==> config.mk <==
export PLATFORM = sky130hd
export DESIGN_NAME = http_request_header_parser_top
export DESIGN_NICKNAME = d
export VERILOG_FILES = /design/src/hw/rtl/hrhp_pkg.sv /design/src/hw/rtl/hrhp_front.sv /design/src/hw/rtl/hrhp_queue.sv /design/src/hw/rtl/hrhp_back.sv /design/src/hw/rtl/http_request_header_parser_top.sv
export SDC_FILE = /design/constraint.sdc
export NUM_CORES = 1
export LEC_CHECK = 0
export BUFFER_PORTS_ARGS = -buffer_cell sky130_fd_sc_hd__buf_2
export CAP_MARGIN = 20
export CORE_AREA = 8 8 130 132
export CTS_BUF_LIST = sky130_fd_sc_hd__clkbuf_8
export CTS_CLUSTER_DIAMETER = 80
export CTS_CLUSTER_SIZE = 28
export DETAILED_ROUTE_END_ITERATION = 12
export DIE_AREA = 0 0 138 140
export RECOVER_POWER = 50
export SKIP_CTS_REPAIR_TIMING = 1
export SLEW_MARGIN = 20
export SYNTH_ARGS = -nofsm -noshare
export SYNTH_HDL_FRONTEND = slang
export SYNTH_SLANG_ARGS = --single-unit
==> constraint.sdc <==
create_clock -name clk -period 3.7 [get_ports clk]
set_input_delay 0.185 -clock clk [delete_from_list [all_inputs] [get_ports clk]]
set_output_delay 0.185 -clock clk [all_outputs]
set_load 0.1 [all_outputs]
==> src/hw/rtl/hrhp_pkg.sv <==
package hrhp_pkg;

  localparam int unsigned MAX_URI_BYTES    = 126;
  localparam int unsigned MAX_HEADER_BYTES = 2048;

  localparam logic [7:0] CH_CR    = 8'h0d;
  localparam logic [7:0] CH_LF    = 8'h0a;
  localparam logic [7:0] CH_TAB   = 8'h09;
  localparam logic [7:0] CH_SPACE = 8'h20;
  localparam logic [7:0] CH_COLON = 8'h3a;
  localparam logic [7:0] CH_SLASH = 8'h2f;

  // lowercased method prefixes, first byte in the low bits
  localparam logic [23:0] PFX_GET  = 24'h746567;
  localparam logic [31:0] PFX_HEAD = 32'h64616568;
  localparam logic [31:0] PFX_POST = 32'h74736f70;

  typedef enum logic [2:0] {
    PH_METHOD  = 3'd0,
    PH_URI     = 3'd1,
    PH_VERSION = 3'd2,
    PH_GAP_KEY = 3'd3,
    PH_KEY     = 3'd4,
    PH_GAP_VAL = 3'd5,
    PH_VALUE   = 3'd6,
    PH_STOP    = 3'd7
  } phase_t;

  typedef enum logic [1:0] {
    METH_NONE = 2'd0,
    METH_GET  = 2'd1,
    METH_HEAD = 2'd2,
    METH_POST = 2'd3
  } method_t;

  typedef enum logic [1:0] {
    TOK_NONE  = 2'd0,
    TOK_URI   = 2'd1,
    TOK_KEY   = 2'd2,
    TOK_VALUE = 2'd3
  } token_t;

  typedef enum logic [1:0] {
    ERR_NONE   = 2'd0,
    ERR_METHOD = 2'd1,
    ERR_LONG   = 2'd2
  } err_t;

  typedef struct packed {
    logic ws;
    logic cr;
    logic lf;
    logic space;
    logic colon;
    logic slash;
  } cls_t;

  typedef struct packed {
    logic [7:0] data;
    logic [7:0] low;
    logic       new_req;
    cls_t       cls;
  } q_item_t;

  function automatic logic is_ws(input logic [7:0] b);
    is_ws = (b == CH_SPACE) || (b == CH_CR) || (b == CH_LF) || (b == CH_TAB);
  endfunction

  function automatic logic [7:0] to_lower(input logic [7:0] b);
    to_lower = (b >= 8'h41 && b <= 8'h5a) ? (b + 8'd32) : b;
  endfunction

endpackage

==> src/hw/rtl/hrhp_front.sv <==
module hrhp_front (
  input  logic             in_valid,
  output logic             in_ready,
  input  logic [7:0]       in_data_byte,
  input  logic             in_new_request,
  output logic             push,
  output hrhp_pkg::q_item_t push_item,
  input  logic             q_ready
);
  import hrhp_pkg::*;

  // classify each byte once so the back end only tests flags
  assign in_ready              = q_ready;
  assign push                  = in_valid && q_ready;
  assign push_item.data        = in_data_byte;
  assign push_item.low         = to_lower(in_data_byte);
  assign push_item.new_req     = in_new_request;
  assign push_item.cls.ws      = is_ws(in_data_byte);
  assign push_item.cls.cr      = (in_data_byte == CH_CR);
  assign push_item.cls.lf      = (in_data_byte == CH_LF);
  assign push_item.cls.space   = (in_data_byte == CH_SPACE);
  assign push_item.cls.colon   = (in_data_byte == CH_COLON);
  assign push_item.cls.slash   = (in_data_byte == CH_SLASH);

endmodule

==> src/hw/rtl/hrhp_queue.sv <==
module hrhp_queue (
  input  logic              clk,
  input  logic              rst_n,
  input  logic              push,
  input  hrhp_pkg::q_item_t push_item,
  output logic              q_ready,
  input  logic              pop,
  output logic              q_valid,
  output hrhp_pkg::q_item_t q_item
);
  import hrhp_pkg::*;

  q_item_t    mem_r [2];
  logic       wr_ptr_r, wr_ptr_nxt;
  logic       rd_ptr_r, rd_ptr_nxt;
  logic [1:0] cnt_r, cnt_nxt;

  assign q_ready = (cnt_r != 2'd2);
  assign q_valid = (cnt_r != 2'd0);
  assign q_item  = mem_r[rd_ptr_r];

  always_comb begin
    wr_ptr_nxt = wr_ptr_r ^ push;
    rd_ptr_nxt = rd_ptr_r ^ pop;
    cnt_nxt    = cnt_r + {1'b0, push} - {1'b0, pop};
  end

  always_ff @(posedge clk) begin
    if (!rst_n) begin
      wr_ptr_r <= 1'b0;
      rd_ptr_r <= 1'b0;
      cnt_r    <= 2'd0;
    end else begin
      wr_ptr_r <= wr_ptr_nxt;
      rd_ptr_r <= rd_ptr_nxt;
      cnt_r    <= cnt_nxt;
    end
  end

  always_ff @(posedge clk) begin
    if (push) begin
      mem_r[wr_ptr_r] <= push_item;
    end
  end

endmodule

==> src/hw/rtl/hrhp_back.sv <==
module hrhp_back (
  input  logic              clk,
  input  logic              rst_n,
  input  logic              q_valid,
  input  hrhp_pkg::q_item_t q_item,
  output logic              pop,
  output logic              out_valid,
  input  logic              out_ready,
  output logic [1:0]        out_token_kind,
  output logic              out_byte_valid,
  output logic [7:0]        out_out_byte,
  output logic              out_token_end,
  output logic [1:0]        out_method_code,
  output logic              out_request_done,
  output logic [1:0]        out_error_code
);
  import hrhp_pkg::*;

  // parser state
  phase_t      phase_r, phase_nxt;
  logic [1:0]  tp_r, tp_nxt;
  logic [31:0] prefix_r, prefix_nxt;
  logic [1:0]  mseen_r, mseen_nxt;
  logic [6:0]  ucnt_r, ucnt_nxt;
  logic [11:0] tcnt_r, tcnt_nxt;
  logic [7:0]  hb_r, hb_nxt;
  logic        hv_r, hv_nxt;

  // output register
  logic        ov_r;
  logic [1:0]  kind_r, kind_nxt;
  logic        bv_r, bv_nxt;
  logic [7:0]  ob_r, ob_nxt;
  logic        tend_r, tend_nxt;
  logic        done_r;
  logic [1:0]  err_r, err_nxt;

  // state as seen by this item (a new request starts from reset values)
  phase_t      ph;
  logic [1:0]  tp;
  logic [31:0] prefix;
  logic [1:0]  mseen;
  logic [6:0]  ucnt;
  logic [11:0] tcnt;
  logic [7:0]  hb;
  logic        hv;

  logic        nr;
  cls_t        c;
  logic        active, over, proc, done, early_err;
  logic [1:0]  code;
  logic        uri_hv;

  assign nr     = q_item.new_req;
  assign c      = q_item.cls;
  assign ph     = nr ? PH_METHOD : phase_r;
  assign tp     = nr ? 2'd0  : tp_r;
  assign prefix = nr ? 32'd0 : prefix_r;
  assign mseen  = nr ? 2'd0  : mseen_r;
  assign ucnt   = nr ? 7'd0  : ucnt_r;
  assign tcnt   = nr ? 12'd0 : tcnt_r;
  assign hb     = nr ? 8'd0  : hb_r;
  assign hv     = nr ? 1'b0  : hv_r;

  assign pop       = q_valid && (!ov_r || out_ready);
  assign active    = (ph != PH_STOP);
  assign over      = (tcnt >= 12'(MAX_HEADER_BYTES));
  assign proc      = active && !over;
  assign done      = proc && (tp == 2'd3) && c.lf;
  assign early_err = done && (ph == PH_METHOD || ph == PH_URI);
  assign uri_hv    = (ucnt == 7'd0) ? c.slash : hv;

  always_comb begin
    if ((prefix[23:0] == PFX_GET)) code = METH_GET;
    else if (prefix == PFX_HEAD)   code = METH_HEAD;
    else if (prefix == PFX_POST)   code = METH_POST;
    else                           code = METH_NONE;
  end

  // next phase
  always_comb begin
    phase_nxt = ph;
    if (!proc || done) begin
      phase_nxt = PH_STOP;
    end else begin
      unique case (ph)
        PH_METHOD:  if (c.space) phase_nxt = (code == METH_NONE) ? PH_STOP : PH_URI;
        PH_URI:     if (c.space) phase_nxt = PH_VERSION;
        PH_VERSION: if (c.lf) phase_nxt = PH_GAP_KEY;
        PH_GAP_KEY: if (!c.ws) phase_nxt = PH_KEY;
        PH_KEY:     if (c.colon || c.ws) phase_nxt = PH_GAP_VAL;
        PH_GAP_VAL: if (!c.ws) phase_nxt = PH_VALUE;
        PH_VALUE:   if (c.lf) phase_nxt = PH_GAP_KEY;
        default:    phase_nxt = PH_STOP;
      endcase
    end
  end

  // token outputs and datapath state
  always_comb begin
    kind_nxt   = TOK_NONE;
    bv_nxt     = 1'b0;
    ob_nxt     = 8'd0;
    tend_nxt   = 1'b0;
    err_nxt    = ERR_NONE;
    tp_nxt     = tp;
    prefix_nxt = prefix;
    mseen_nxt  = mseen;
    ucnt_nxt   = ucnt;
    tcnt_nxt   = tcnt;
    hb_nxt     = hb;
    hv_nxt     = hv;
    if (active && over) begin
      err_nxt = ERR_LONG;
    end else if (proc) begin
      if (tcnt != 12'hfff) tcnt_nxt = tcnt + 12'd1;
      case (tp)
        2'd0:    tp_nxt = c.cr ? 2'd1 : 2'd0;
        2'd1:    tp_nxt = c.lf ? 2'd2 : (c.cr ? 2'd1 : 2'd0);
        2'd2:    tp_nxt = c.cr ? 2'd3 : 2'd0;
        default: tp_nxt = c.lf ? 2'd0 : (c.cr ? 2'd1 : 2'd0);
      endcase
      if (early_err) begin
        err_nxt   = ERR_METHOD;
        mseen_nxt = METH_NONE;
      end else begin
        unique case (ph)
          PH_METHOD: begin
            if (c.space) begin
              if (code == METH_NONE) begin
                err_nxt = ERR_METHOD;
              end else begin
                mseen_nxt = code;
                ucnt_nxt  = 7'd0;
                hv_nxt    = 1'b0;
              end
            end else if (tcnt < 12'd4) begin
              prefix_nxt[{tcnt[1:0], 3'b000} +: 8] = q_item.low;
            end
          end
          PH_URI: begin
            if (c.space) begin
              if (hv) begin
                kind_nxt = TOK_URI;
                tend_nxt = 1'b1;
              end
              hv_nxt = 1'b0;
            end else begin
              hv_nxt = uri_hv;
              if (uri_hv && ucnt < 7'(MAX_URI_BYTES)) begin
                kind_nxt = TOK_URI;
                bv_nxt   = 1'b1;
                ob_nxt   = q_item.data;
              end
              if (ucnt != 7'd127) ucnt_nxt = ucnt + 7'd1;
            end
          end
          PH_VERSION: begin
          end
          PH_GAP_KEY: begin
            if (!c.ws) begin
              kind_nxt = TOK_KEY;
              bv_nxt   = 1'b1;
              ob_nxt   = q_item.low;
            end
          end
          PH_KEY: begin
            kind_nxt = TOK_KEY;
            if (c.colon || c.ws) begin
              tend_nxt = 1'b1;
            end else begin
              bv_nxt = 1'b1;
              ob_nxt = q_item.low;
            end
          end
          PH_GAP_VAL: begin
            if (!c.ws) begin
              hb_nxt = q_item.data;
              hv_nxt = 1'b1;
            end
          end
          PH_VALUE: begin
            if (c.lf) begin
              kind_nxt = TOK_VALUE;
              tend_nxt = 1'b1;
              if (hv && !is_ws(hb)) begin
                bv_nxt = 1'b1;
                ob_nxt = hb;
              end
              hv_nxt = 1'b0;
              hb_nxt = 8'd0;
            end else begin
              if (hv) begin
                kind_nxt = TOK_VALUE;
                bv_nxt   = 1'b1;
                ob_nxt   = hb;
              end
              hb_nxt = q_item.data;
              hv_nxt = 1'b1;
            end
          end
          default: begin
          end
        endcase
      end
    end
  end

  always_ff @(posedge clk) begin
    if (!rst_n) begin
      phase_r  <= PH_METHOD;
      tp_r     <= 2'd0;
      prefix_r <= 32'd0;
      mseen_r  <= 2'd0;
      ucnt_r   <= 7'd0;
      tcnt_r   <= 12'd0;
      hb_r     <= 8'd0;
      hv_r     <= 1'b0;
      ov_r     <= 1'b0;
    end else begin
      if (pop) begin
        phase_r  <= phase_nxt;
        tp_r     <= tp_nxt;
        prefix_r <= prefix_nxt;
        mseen_r  <= mseen_nxt;
        ucnt_r   <= ucnt_nxt;
        tcnt_r   <= tcnt_nxt;
        hb_r     <= hb_nxt;
        hv_r     <= hv_nxt;
        ov_r     <= 1'b1;
      end else if (out_ready) begin
        ov_r     <= 1'b0;
      end
    end
  end

  always_ff @(posedge clk) begin
    if (pop) begin
      kind_r          <= kind_nxt;
      bv_r            <= bv_nxt;
      ob_r            <= ob_nxt;
      tend_r          <= tend_nxt;
      out_method_code <= mseen_nxt;
      done_r          <= done;
      err_r           <= err_nxt;
    end
  end

  assign out_valid        = ov_r;
  assign out_token_kind   = kind_r;
  assign out_byte_valid   = bv_r;
  assign out_out_byte     = ob_r;
  assign out_token_end    = tend_r;
  assign out_request_done = done_r;
  assign out_error_code   = err_r;

`ifndef SYNTHESIS
  a_pop_fills: assert property (@(posedge clk) disable iff (!rst_n)
    pop |=> ov_r)
    else $error("popped item did not reach output register");
  a_err_no_method: assert property (@(posedge clk) disable iff (!rst_n)
    ov_r && err_r == ERR_METHOD |-> out_method_code == METH_NONE)
    else $error("method error with method code set");
  a_byte_has_kind: assert property (@(posedge clk) disable iff (!rst_n)
    ov_r && bv_r |-> kind_r != TOK_NONE && !done_r)
    else $error("token byte without kind");
  a_stop_after_end: assert property (@(posedge clk) disable iff (!rst_n)
    pop && (done || err_nxt != ERR_NONE) |=> phase_r == PH_STOP)
    else $error("parser not stopped after end or error");
`endif

endmodule

==> src/hw/rtl/http_request_header_parser_top.sv <==
// HTTP request header parser.
// Input channel: one raw request byte per item (in_data_byte), with
// in_new_request set on the first byte of each request to restart the parse.
// Output channel: exactly one result item per input item, in order. A result
// carries at most one token byte (URI byte, lowercased header key byte or
// header value byte), plus token end, the method found so far, request done
// on the LF of CR LF CR LF, and an error code.
// Structure: the front classifies each byte (whitespace, CR, LF, colon,
// slash, lowercase copy) and writes it to a two-entry queue; the back pops
// one entry per cycle while its output register is empty or being read,
// advances the parser and loads the output register.
// Throughput: one item per cycle while out_ready holds, set by the parser
// update in the back end; with a stalled receiver the queue and output
// register keep taking items until both are full, then in_ready drops.
// Header values lag one byte through a hold register, so a value byte is
// reported on the result of the byte after it.
// Reset (rst_n low, synchronous) empties queue and output register and puts
// the parser in the method phase with all counters cleared.
module http_request_header_parser_top (
  input  logic       clk,
  input  logic       rst_n,
  input  logic       in_valid,
  output logic       in_ready,
  input  logic [7:0] in_data_byte,
  input  logic       in_new_request,
  output logic       out_valid,
  input  logic       out_ready,
  output logic [1:0] out_token_kind,
  output logic       out_byte_valid,
  output logic [7:0] out_out_byte,
  output logic       out_token_end,
  output logic [1:0] out_method_code,
  output logic       out_request_done,
  output logic [1:0] out_error_code
);
  import hrhp_pkg::*;

  logic    push;
  q_item_t push_item;
  logic    q_ready;
  logic    pop;
  logic    q_valid;
  q_item_t q_item;

  // byte classifier
  hrhp_front u_front (
    .in_valid       (in_valid),
    .in_ready       (in_ready),
    .in_data_byte   (in_data_byte),
    .in_new_request (in_new_request),
    .push           (push),
    .push_item      (push_item),
    .q_ready        (q_ready)
  );

  // decouples intake from the parser
  hrhp_queue u_queue (
    .clk       (clk),
    .rst_n     (rst_n),
    .push      (push),
    .push_item (push_item),
    .q_ready   (q_ready),
    .pop       (pop),
    .q_valid   (q_valid),
    .q_item    (q_item)
  );

  // parser state machine and output register
  hrhp_back u_back (
    .clk              (clk),
    .rst_n            (rst_n),
    .q_valid          (q_valid),
    .q_item           (q_item),
    .pop              (pop),
    .out_valid        (out_valid),
    .out_ready        (out_ready),
    .out_token_kind   (out_token_kind),
    .out_byte_valid   (out_byte_valid),
    .out_out_byte     (out_out_byte),
    .out_token_end    (out_token_end),
    .out_method_code  (out_method_code),
    .out_request_done (out_request_done),
    .out_error_code   (out_error_code)
  );

endmodule
# --- After elaboration in Yosys (flattened, before gate mapping) ---
# Memories as Yosys holds them, arrays and structs flattened. A register that Yosys moved wholly into a read port is not among the register bits.
# Index checks and enable logic that the tools add are counted.
totals:
  register_bits: 89
  ram_bits: 46
  input_bits: 13
  output_inout_bits: 19
  wordCells: 201
  mem_count: 1
mem_list:
  columns: ["memory", "depth", "word_bits", "read_ports", "rd_ports_with_merged_regs", "wr", "line_no", "rtl"]
  rows:
  - ["u_queue.mem_r", 2, 23, 1, 1, 1, "hrhp_queue.sv:13", "q_item_t mem_r [2];"]
op_classes:
  n_addsub: 6
  n_lt_le_gt_ge: 5
  eq_ne: 26
  n_shift: 2
  n_mux: 105
  n_bitwise: 3
  n_reduce_logical: 33
ops:
  columns: ["operator", "n"]
  rows:
  - ["$mux 32", 7]
  - ["$mux 8", 14]
  - ["$eq 32x31->1 const B", 2]
  - ["$mux 7", 8]
  - ["$eq 8x4->1 const B", 6]
  - ["$mux 12", 4]
  - ["$mux 2", 24]
  - ["$bwmux 32", 1]
  - ["$eq 8x6->1 const B", 4]
  - ["$pmux 8 s4", 1]
  - ["$shift 8x7->32 const A", 1]
  - ["$shiftx 8x7->32", 1]
  - ["$mux 1", 29]
  - ["$mux 3", 9]
  - ["$eq 24x23->1 const B", 1]
  - ["$pmux 3 s6", 1]
  - ["$pmux 8 s2", 1]
  - ["$pmux 7 s2", 1]
  - ["$add 12x1->12 const B", 1]
  - ["$ge 12x12->1 const B", 1]
  - ["$lt 12x3->1 const B", 1]
  - ["$ne 12x12->1 const B", 1]
  - ["$logic_and 1x1->1", 10]
  - ["$logic_or 1x1->1", 10]
  - ["other kinds (29)", 41]

# --- Logic depth before layout (Yosys ltp) ---
# Gate-level depths: netlist (run 1).
logic_depth:
  depth_word: 12
  ltp_mapped: 12
  depth_no_buf: 9

# --- By module ---
# Synthesis (run 1) repeated with hierarchy kept, for this count alone.
hier_totals:
  cells_unflattened: 640
  hier_area_um2: 6653.9
modules_own_cells:
  columns: ["module", "instances", "cells_each", "area_each_um2", "seq_area_each_um2"]
  rows:
  - ["hrhp_back", 1, 501, 4454.3, 1871.8]
  - ["hrhp_queue", 1, 92, 1896.8, 1481.4]
  - ["hrhp_front", 1, 47, 302.8, 0.0]

# --- Least setup slack after synthesis (run 1) ---
# OpenSTA, ideal clock, no wires.
synth_path:
  path_kind: "register -> register"
  start: "register u_back.ov_r, in the netlist u_back.out_valid"
  end: "register u_queue.cnt_r[1]"
  setup_ns: 0.128
  arrival_ns: 2.893
  t_required_ns: 3.572
  slack_ns: 0.679
  stages_incl_launch_ff: 11
  path_buffers: 1
  synth_period_minus_slack_ns: 3.021
  cell_sequence: "dfxtp_1 nand2b_1 nand2_1 inv_1 clkbuf_1 ha_1 inv_1 ha_1 xor2_1 xnor2_1 nor2_1"
synth_between:
  elab_chain_len: 4
synth_lines:
  columns: ["item", "line_no", "rtl"]
  rows:
  - ["start: declaration", "hrhp_back.sv:30", "logic ov_r;"]
  - ["start signal: assignment", "hrhp_back.sv:219", "ov_r <= 1'b0;"]
  - ["start signal: assignment", "hrhp_back.sv:230", "ov_r <= 1'b1;"]
  - ["start signal: assignment", "hrhp_back.sv:232", "ov_r <= 1'b0;"]
  - ["$logic_not 1->1", "hrhp_back.sv:65", "assign pop = q_valid && (!ov_r || out_ready);"]
  - ["$logic_or 1x1->1", "hrhp_back.sv:65", null]
  - ["$logic_and 1x1->1", "hrhp_back.sv:65", null]
  - ["net pop", "http_request_header_parser_top.sv:41", "logic pop;"]
  - ["$sub 2x1->2", "hrhp_queue.sv:25", "cnt_nxt = cnt_r + {1'b0, push} - {1'b0, pop};"]
  - ["end signal: assignment", "hrhp_queue.sv:36", "cnt_r <= cnt_nxt;"]
  - ["end: declaration", "hrhp_queue.sv:16", "logic [1:0] cnt_r, cnt_nxt;"]
# The timed path passes the listed nets, and every way through them passes these cells.
# A chain may end at the register's enable or synchronous reset.

==> results of run 1 <==
==> report_power, final <==
| part | internal, µW | switching [µW] |
|---|---|---|
| Combinational | 527 | 1700 |
| Clock | 617 | 591 |
| Sequential | 1700 | 183 |
| Total | 2840 | 2470 |
==> cells in the final DEF, fill, tap and decap left out, drive strengths merged, types with 14 or more instances in the layout <==
master	count
a21oi	32
buf	14
clkbuf	47
dfxtp	73
edfxtp	53
inv	28
mux2i	17
nand2	91
nand3	18
nand4	14
nor2	33
nor3	18
o21ai	22
o22ai	29
==> worst max path at each step <==
stage                                       start                                    to  slack [ps]  cells past startpoint
floorplan           u_back.out_valid$_SDFFE_PN0P_           u_queue.cnt_r[1]$_SDFF_PN0_         680                     10
global placement                             flop  u_back.out_out_byte[0]$_SDFFCE_PP0P_         960                      7
detailed placement                           flop  u_back.out_out_byte[2]$_SDFFCE_PP0P_         870                      9
CTS                                          flop  u_back.out_out_byte[2]$_SDFFCE_PP0P_         860                      9
global route                                 flop         u_back.ucnt_r[4]$_SDFFE_PN0P_         580                     10
finish                                       flop  u_back.out_out_byte[2]$_SDFFCE_PP0P_         800                      9
==> registers in the layout (all words and copies together), names as in the netlist, named ones only <==
| signal | flops |
|---|---|
| u_back.hv_r | 1 |
| u_back.out_token_end | 1 |
| u_back.out_token_kind | 2 |
| u_queue.rd_ptr_r | 1 |
| u_back.ucnt_r | 7 |
| u_back.hb_r | 8 |
| u_back.out_valid | 1 |
| u_queue.mem_r | 36 |
| u_back.out_byte_valid | 1 |
| u_back.out_error_code | 2 |
| u_back.mseen_r | 2 |
| u_back.phase_r | 3 |
| u_back.tcnt_r | 12 |
| u_back.out_request_done | 1 |
| u_back.prefix_r | 32 |
| u_queue.wr_ptr_r | 1 |
| u_back.out_method_code | 2 |
| u_back.tp_r | 2 |
| u_queue.cnt_r | 2 |
| u_back.out_out_byte | 8 |
==> per-stage QoR <==
stage / std cells / cell area [µm²] / utilization
3_5_place_dp: 850 / 6690 / 0.450
3_3_place_gp: 850 / 6690 / 0.450
5_1_grt: 891 / 7140 / 0.480
4_1_cts: 882 / 7080 / 0.476
6_report: 891 / 7140 / 0.480
2_1_floorplan: 653 / 6350 / -
==> routing by layer <==
layer / wire length, µm / GRT usage / vias up
met4: 609 / 0.0858 / 0
met3: 1120 / 0.0456 / 40
li1: - / - / 2586
met5: 0 / 0 / -
met2: 8280 / 0.285 / 201
met1: 7830 / 0.230 / 2684
==> worst max-delay path: stages, from the launching register on <==
cell	delay (ps)
dfxtp_1	400
mux2i_4	490
buf_4	290
nand2_1	90
ha_1	210
nor2b_1	150
and3_1	160
nor3_2	360
a21oi_1	270
o32ai_1	290
==> final cells by class <==
class	instances	area, µm²	area share
clock inverters	14	145	0.0203
well taps	188	235	0.0330
multi-input cells	470	3070	0.430
repair buffers	52	299	0.0419
flip-flops and latches	126	3050	0.428
clock buffers	18	248	0.0347
inverters	23	86.3	0.0121
==> logic make-up (layout without fill, tap and decap cells) <==
family | Yosys count | after routing | synth area share
mux | 23 | 23 | 0.0380
buf+inv | 57 | 107 | 0.0378
simple gates | 253 | 253 | 0.215
compound gates | 174 | 174 | 0.193
fa+ha+maj | 13 | 13 | 0.0256
xor+xnor | 7 | 7 | 0.00966
flops | 126 | 126 | 0.481
==> impl_results.md, run 1 <==
- TNS Setup: 0 ps
- Largest net degree at the start of global routing: 33
- DR iter-0 viols: 630
- Syn nets: 679
- H-tree depth: 4
- Top_reg_cell synth: dfxtp_1
- CTS Buf Count: 17
- Die area: 19300 µm²
- Worst reg-to-reg setup slack: between 800 and 900 ps
- Share of the synthesized area in the top cell type: 0.251
- Synthesis-stage register bit count: 126
- Post-synth ARST share: 0
- IO Count: 32
- DRT antenna net count: 0
- Max Cap Viol: 0
- N_diodes: 0
- Place WS: 870 ps
- Avg Cell Area, Syn: 9.72 µm²
- Die H: 140 µm
- Die W: 138 µm
- Area contributors post-synth: edfxtp_1 25%, dfxtp_1 23%, nand2_1 5.4%, o22ai_1 2.9%, mux2i_1 2.7%
- Fin worst setup slack: roughly 800 ps
- Vias in the first global route: about 5300
- First-pass GRT wire length: 28500 µm
- Crit path time final: 2900 ps
- Worst Hold Path EP: u_back.out_valid$_SDFFE_PN0P_
- Grt ovf: 0
- Post-synth EDFFs: 53
- Hold depth: 3
- Synth cell count leaders: 91 x nand2_1, 73 x dfxtp_1, 53 x edfxtp_1
- Tcrit/Tclk final: 0.783
- Most common cell in the netlist: nand2_1
- Post-DP HPWL: 12500 µm
- P_leak: 0.00236 µW
- YS warnings: 0
- Nets: 716
- Fillcell total: ~1400
- Via density: 6.19
- Port Buffers: 31
- CORE AREA: roughly 15000 µm²
- Via Count: 5511
- Root Driver: clkbuf_8
- DRC errors left: 0
- Max frequency: 0.345 GHz
- Max rail drop VDD: around 0.36 mV
- CP required: 3980 ps
- Status: complete, no violations
- Syn Inst Count: 653
- DR pass1 iterations: 6
- Max FO, Critical Path: 13
- Layout Skew: roughly 17 ps
- Sequential share of the synthesized area: 0.481
- Final Hold Viols: 0
- Final setup viols: 0
- Antenna violations before repair: 0
- Final WL: 17800 µm
- Worst Tran Pin Value: about 1200 ps
- Total Power: 5320 µW
- Synth area leader: edfxtp_1
- CP Class: flop to flop
- CTS Buffer Depth: 2
- Worst slew margin: 0.220
- Worst Setup End Kind: flop
- RSZ-0062 raised after global routing: false
- Mapped cell area: 6350 µm²
- Final Wtd Congestion: 0.856
- Num rows: 45
- R2R cell count: 9
- Layout cells sized above 1: 0.101
- Pwr/cell area: 745 nW/µm²
- Critical Path Start Type: flop
- Synth unique cells: 77
- Clock sinks: 126
- Area delta synth->final: 12.4%
- Critical path arrival: 3180 ps
- Initial Utilization: 0.427
- Clk_lat worst skew: ~460 ps
- GR Util All Layers: 0.182
- Worst Hold Class: input pin to flop
- Clock transition at path regs: around 80 ps
- CTS tree: built
- Final Slew Violations: 0
- Critical R2R Capture: u_back.out_out_byte[2]$_SDFFCE_PP0P_
- WHS: 176 ps
- Worst hold start: out_ready
- Avg WL per Cell: 20.0 µm
(Power assumes the default switching activity.)
==> run 2, diff against run 1 <==
- clock period: 3.7 -> 2.9 ns (I/O delays scaled with it)
==> run 2 against run 1 <==
Against the previous run: cell count increased by 1.8%; routed wire length increased by 2.9%; clock skew decreased by 2.4 ps; sequential power increased by 24%; sequential cell count unchanged; core utilization increased by 1.0 points; design area increased by 2.1%; count of clock-buffer cells in the layout decreased by 1; non-clock buffer count increased by 16; global-route usage increased by 0.56 points; largest cell class unchanged.
==> impl_results.md, run 2 (synthesis gave the netlist of run 1 again) <==
- Status: complete, no violations
- Max Cap Viol: 0
- Largest net degree at the start of global routing: 33
- Root Driver: clkbuf_8
- CTS tree: built
- Final Wtd Congestion: 0.919
- Worst Setup End Kind: flop
- Final setup viols: 0
- Worst Tran Pin Value: 1190 ps
- Worst Hold Class: input pin to flop
- Max reg flops: 36
- RSZ-0062 raised after global routing: false
- Fin util: 0.490
- Fin worst setup slack: 196 ps
- Die area: between 15000 and 20000 µm²
- Top reg by flops: u_queue.mem_r
- Place WS: 220 ps
- Die W: between 100 and 150 µm
- Crit-path max cell delay: 520 ps
- TNS Setup: 0 ps
- H-tree depth: 4
- CTS Buffer Depth: 2
- CP Depth: 7
- Via Count: 5578
- CTS Buf Count: 17
- Final Hold Viols: 0
- DRT antenna net count: 0
- Termination of the worst setup path: u_back.tcnt_r[8]$_SDFFE_PN0P_
- Nets: between 700 and 800
- Worst reg-to-reg setup slack: 200 ps
- Fillcell total: 1432
- Layout cells sized above 1: 0.124
- P_leak: 0.00245 µW
- CP Cell Sequence: mux2i_4, nand2_1, inv_1, ha_1, or4b_4, or4_1, a31oi_1
- Slowest-stage cell, CP: or4b_4
- Layout Skew: 14.8 ps
- Clk_lat worst skew: 470 ps
- Tcrit/Tclk final: 0.932
- Antenna violations before repair: 0
- Commonest non-fill, non-tap cell in the layout: nand2_1
- Largest regs: u_queue.mem_r: 36 flops, u_back.prefix_r: 32 flops, u_back.tcnt_r: 12 flops
- DR iter-0 viols: 503
- Port Buffers: 31
- CORE AREA: 14900 µm²
- Clock transition at path regs: 80 ps
- Critical path arrival: 3080 ps
- Vias in the first global route: ~5400
- Grt ovf: 0
- Worst slew margin: 0.208
- DRC errors left: 0
- Critical Path Start Type: flop
- Pwr/cell area: about 960 nW/µm²
- Placed cells: 866
- CP required: 3280 ps
- Area delta synth->final: 14.7%
- GR Util All Layers: 0.187
- Die H: 140 µm
- Crit path time final: 2700 ps
- Avg WL per Cell: 20.2 µm
- Via density: 6.15
- Max FO, Critical Path: 7
- Final Slew Violations: 0
- DR pass1 iterations: 7
- Num rows: between 40 and 50
- Clock sinks: 126
- Max rail drop VDD: around 0.61 mV
- Post-DP HPWL: 13000 µm
- Crit path buffers/inverters: 1
- N_diodes: 0
- First-pass GRT wire length: roughly 29000 µm
- CP Class: flop to flop
- Final WL: between 15000 and 20000 µm
- Critical R2R Capture: u_back.tcnt_r[8]$_SDFFE_PN0P_
- IO Count: 32
- Post-route insts no fill: approximately 910
- Max frequency: 0.370 GHz
- Delay-heaviest family, CP: simple AND/OR/NAND/NOR gates
- R2R cell count: 7
- Initial Utilization: 0.427
- Commonest non-fill, non-tap cells in the layout: 91 x nand2_1, 72 x dfxtp_1, 53 x edfxtp_1, 32 x a21oi_1, 32 x nor2_1
- Total Power: 7030 µW
## run 2: cell types whose count changed in the layout (fill, tap and decap cells not counted), sizes merged
| cell | before | now |
|---|---|---|
| clkbuf | 47 | 46 |
| inv | 28 | 29 |
| buf | 14 | 30 |
| clkinv | 5 | 4 |
| bufinv | 2 | 3 |
## run 2: worst register-to-register path, delay by kind of cell (launching register included)
| kind | cells | cell delay, ps |
|---|---|---|
| muxes | 1 | 410 |
| and+or+nand+nor | 3 | 1130 |
| DFF | 1 | 440 |
| buffers and inverters | 1 | 200 |
| AOI/OAI and AO/OA | 1 | 160 |
| adders and majority gates | 1 | 290 |
## run 2: per-layer routing
layer / vias up / part of all wire / GRT usage
li1: 2624 / - / -
met1: 2693 / 0.43 / 0.232
met2: 213 / 0.48 / 0.301
met3: 48 / 0.065 / 0.0504
met4: 0 / 0.026 / 0.0812
met5: - / 0 / 0
## run 2: report_power, final
group / internal [µW] / switching, µW / total [µW]
logic: 756 / 2290 / 3050
registers: 2170 / 158 / 2330
clock network: 864 / 789 / 1650
## run 2: worst min-delay path by stage
stage	slack, ps	cells past startpoint	endpoint	from
CTS	-130	1	u_queue.mem_r[1][6]$_DFFE_PP_	in_new_request
floorplan	240	0	u_queue.mem_r[0][15]$_DFFE_PP_	in_data_byte[0]
global route	130	3	u_back.out_valid$_SDFFE_PN0P_	out_ready
detailed placement	370	1	u_queue.mem_r[1][6]$_DFFE_PP_	in_new_request
finish	120	3	u_back.out_valid$_SDFFE_PN0P_	out_ready
global placement	370	1	u_queue.mem_r[0][6]$_DFFE_PP_	in_new_request
## run 2: layout make-up
class | instances | area (µm²) | area share
Clock inverter | 15 | 186 | 0.0256
Multi-Input combinational cell | 470 | 3070 | 0.421
Tap cell | 188 | 235 | 0.0323
Timing Repair Buffer | 68 | 419 | 0.0575
Sequential cell | 126 | 3050 | 0.419
Inverter | 23 | 86.3 | 0.0119
Clock buffer | 17 | 234 | 0.0321
## run 2: through the flow
step | hold WS, ps | cell area (µm²)
2_1_floorplan | 244 | 6350
3_3_place_gp | 367 | 6810
3_5_place_dp | 368 | 6810
4_1_cts | -127 | 7230
5_1_grt | 127 | 7280
6_report | 117 | 7280
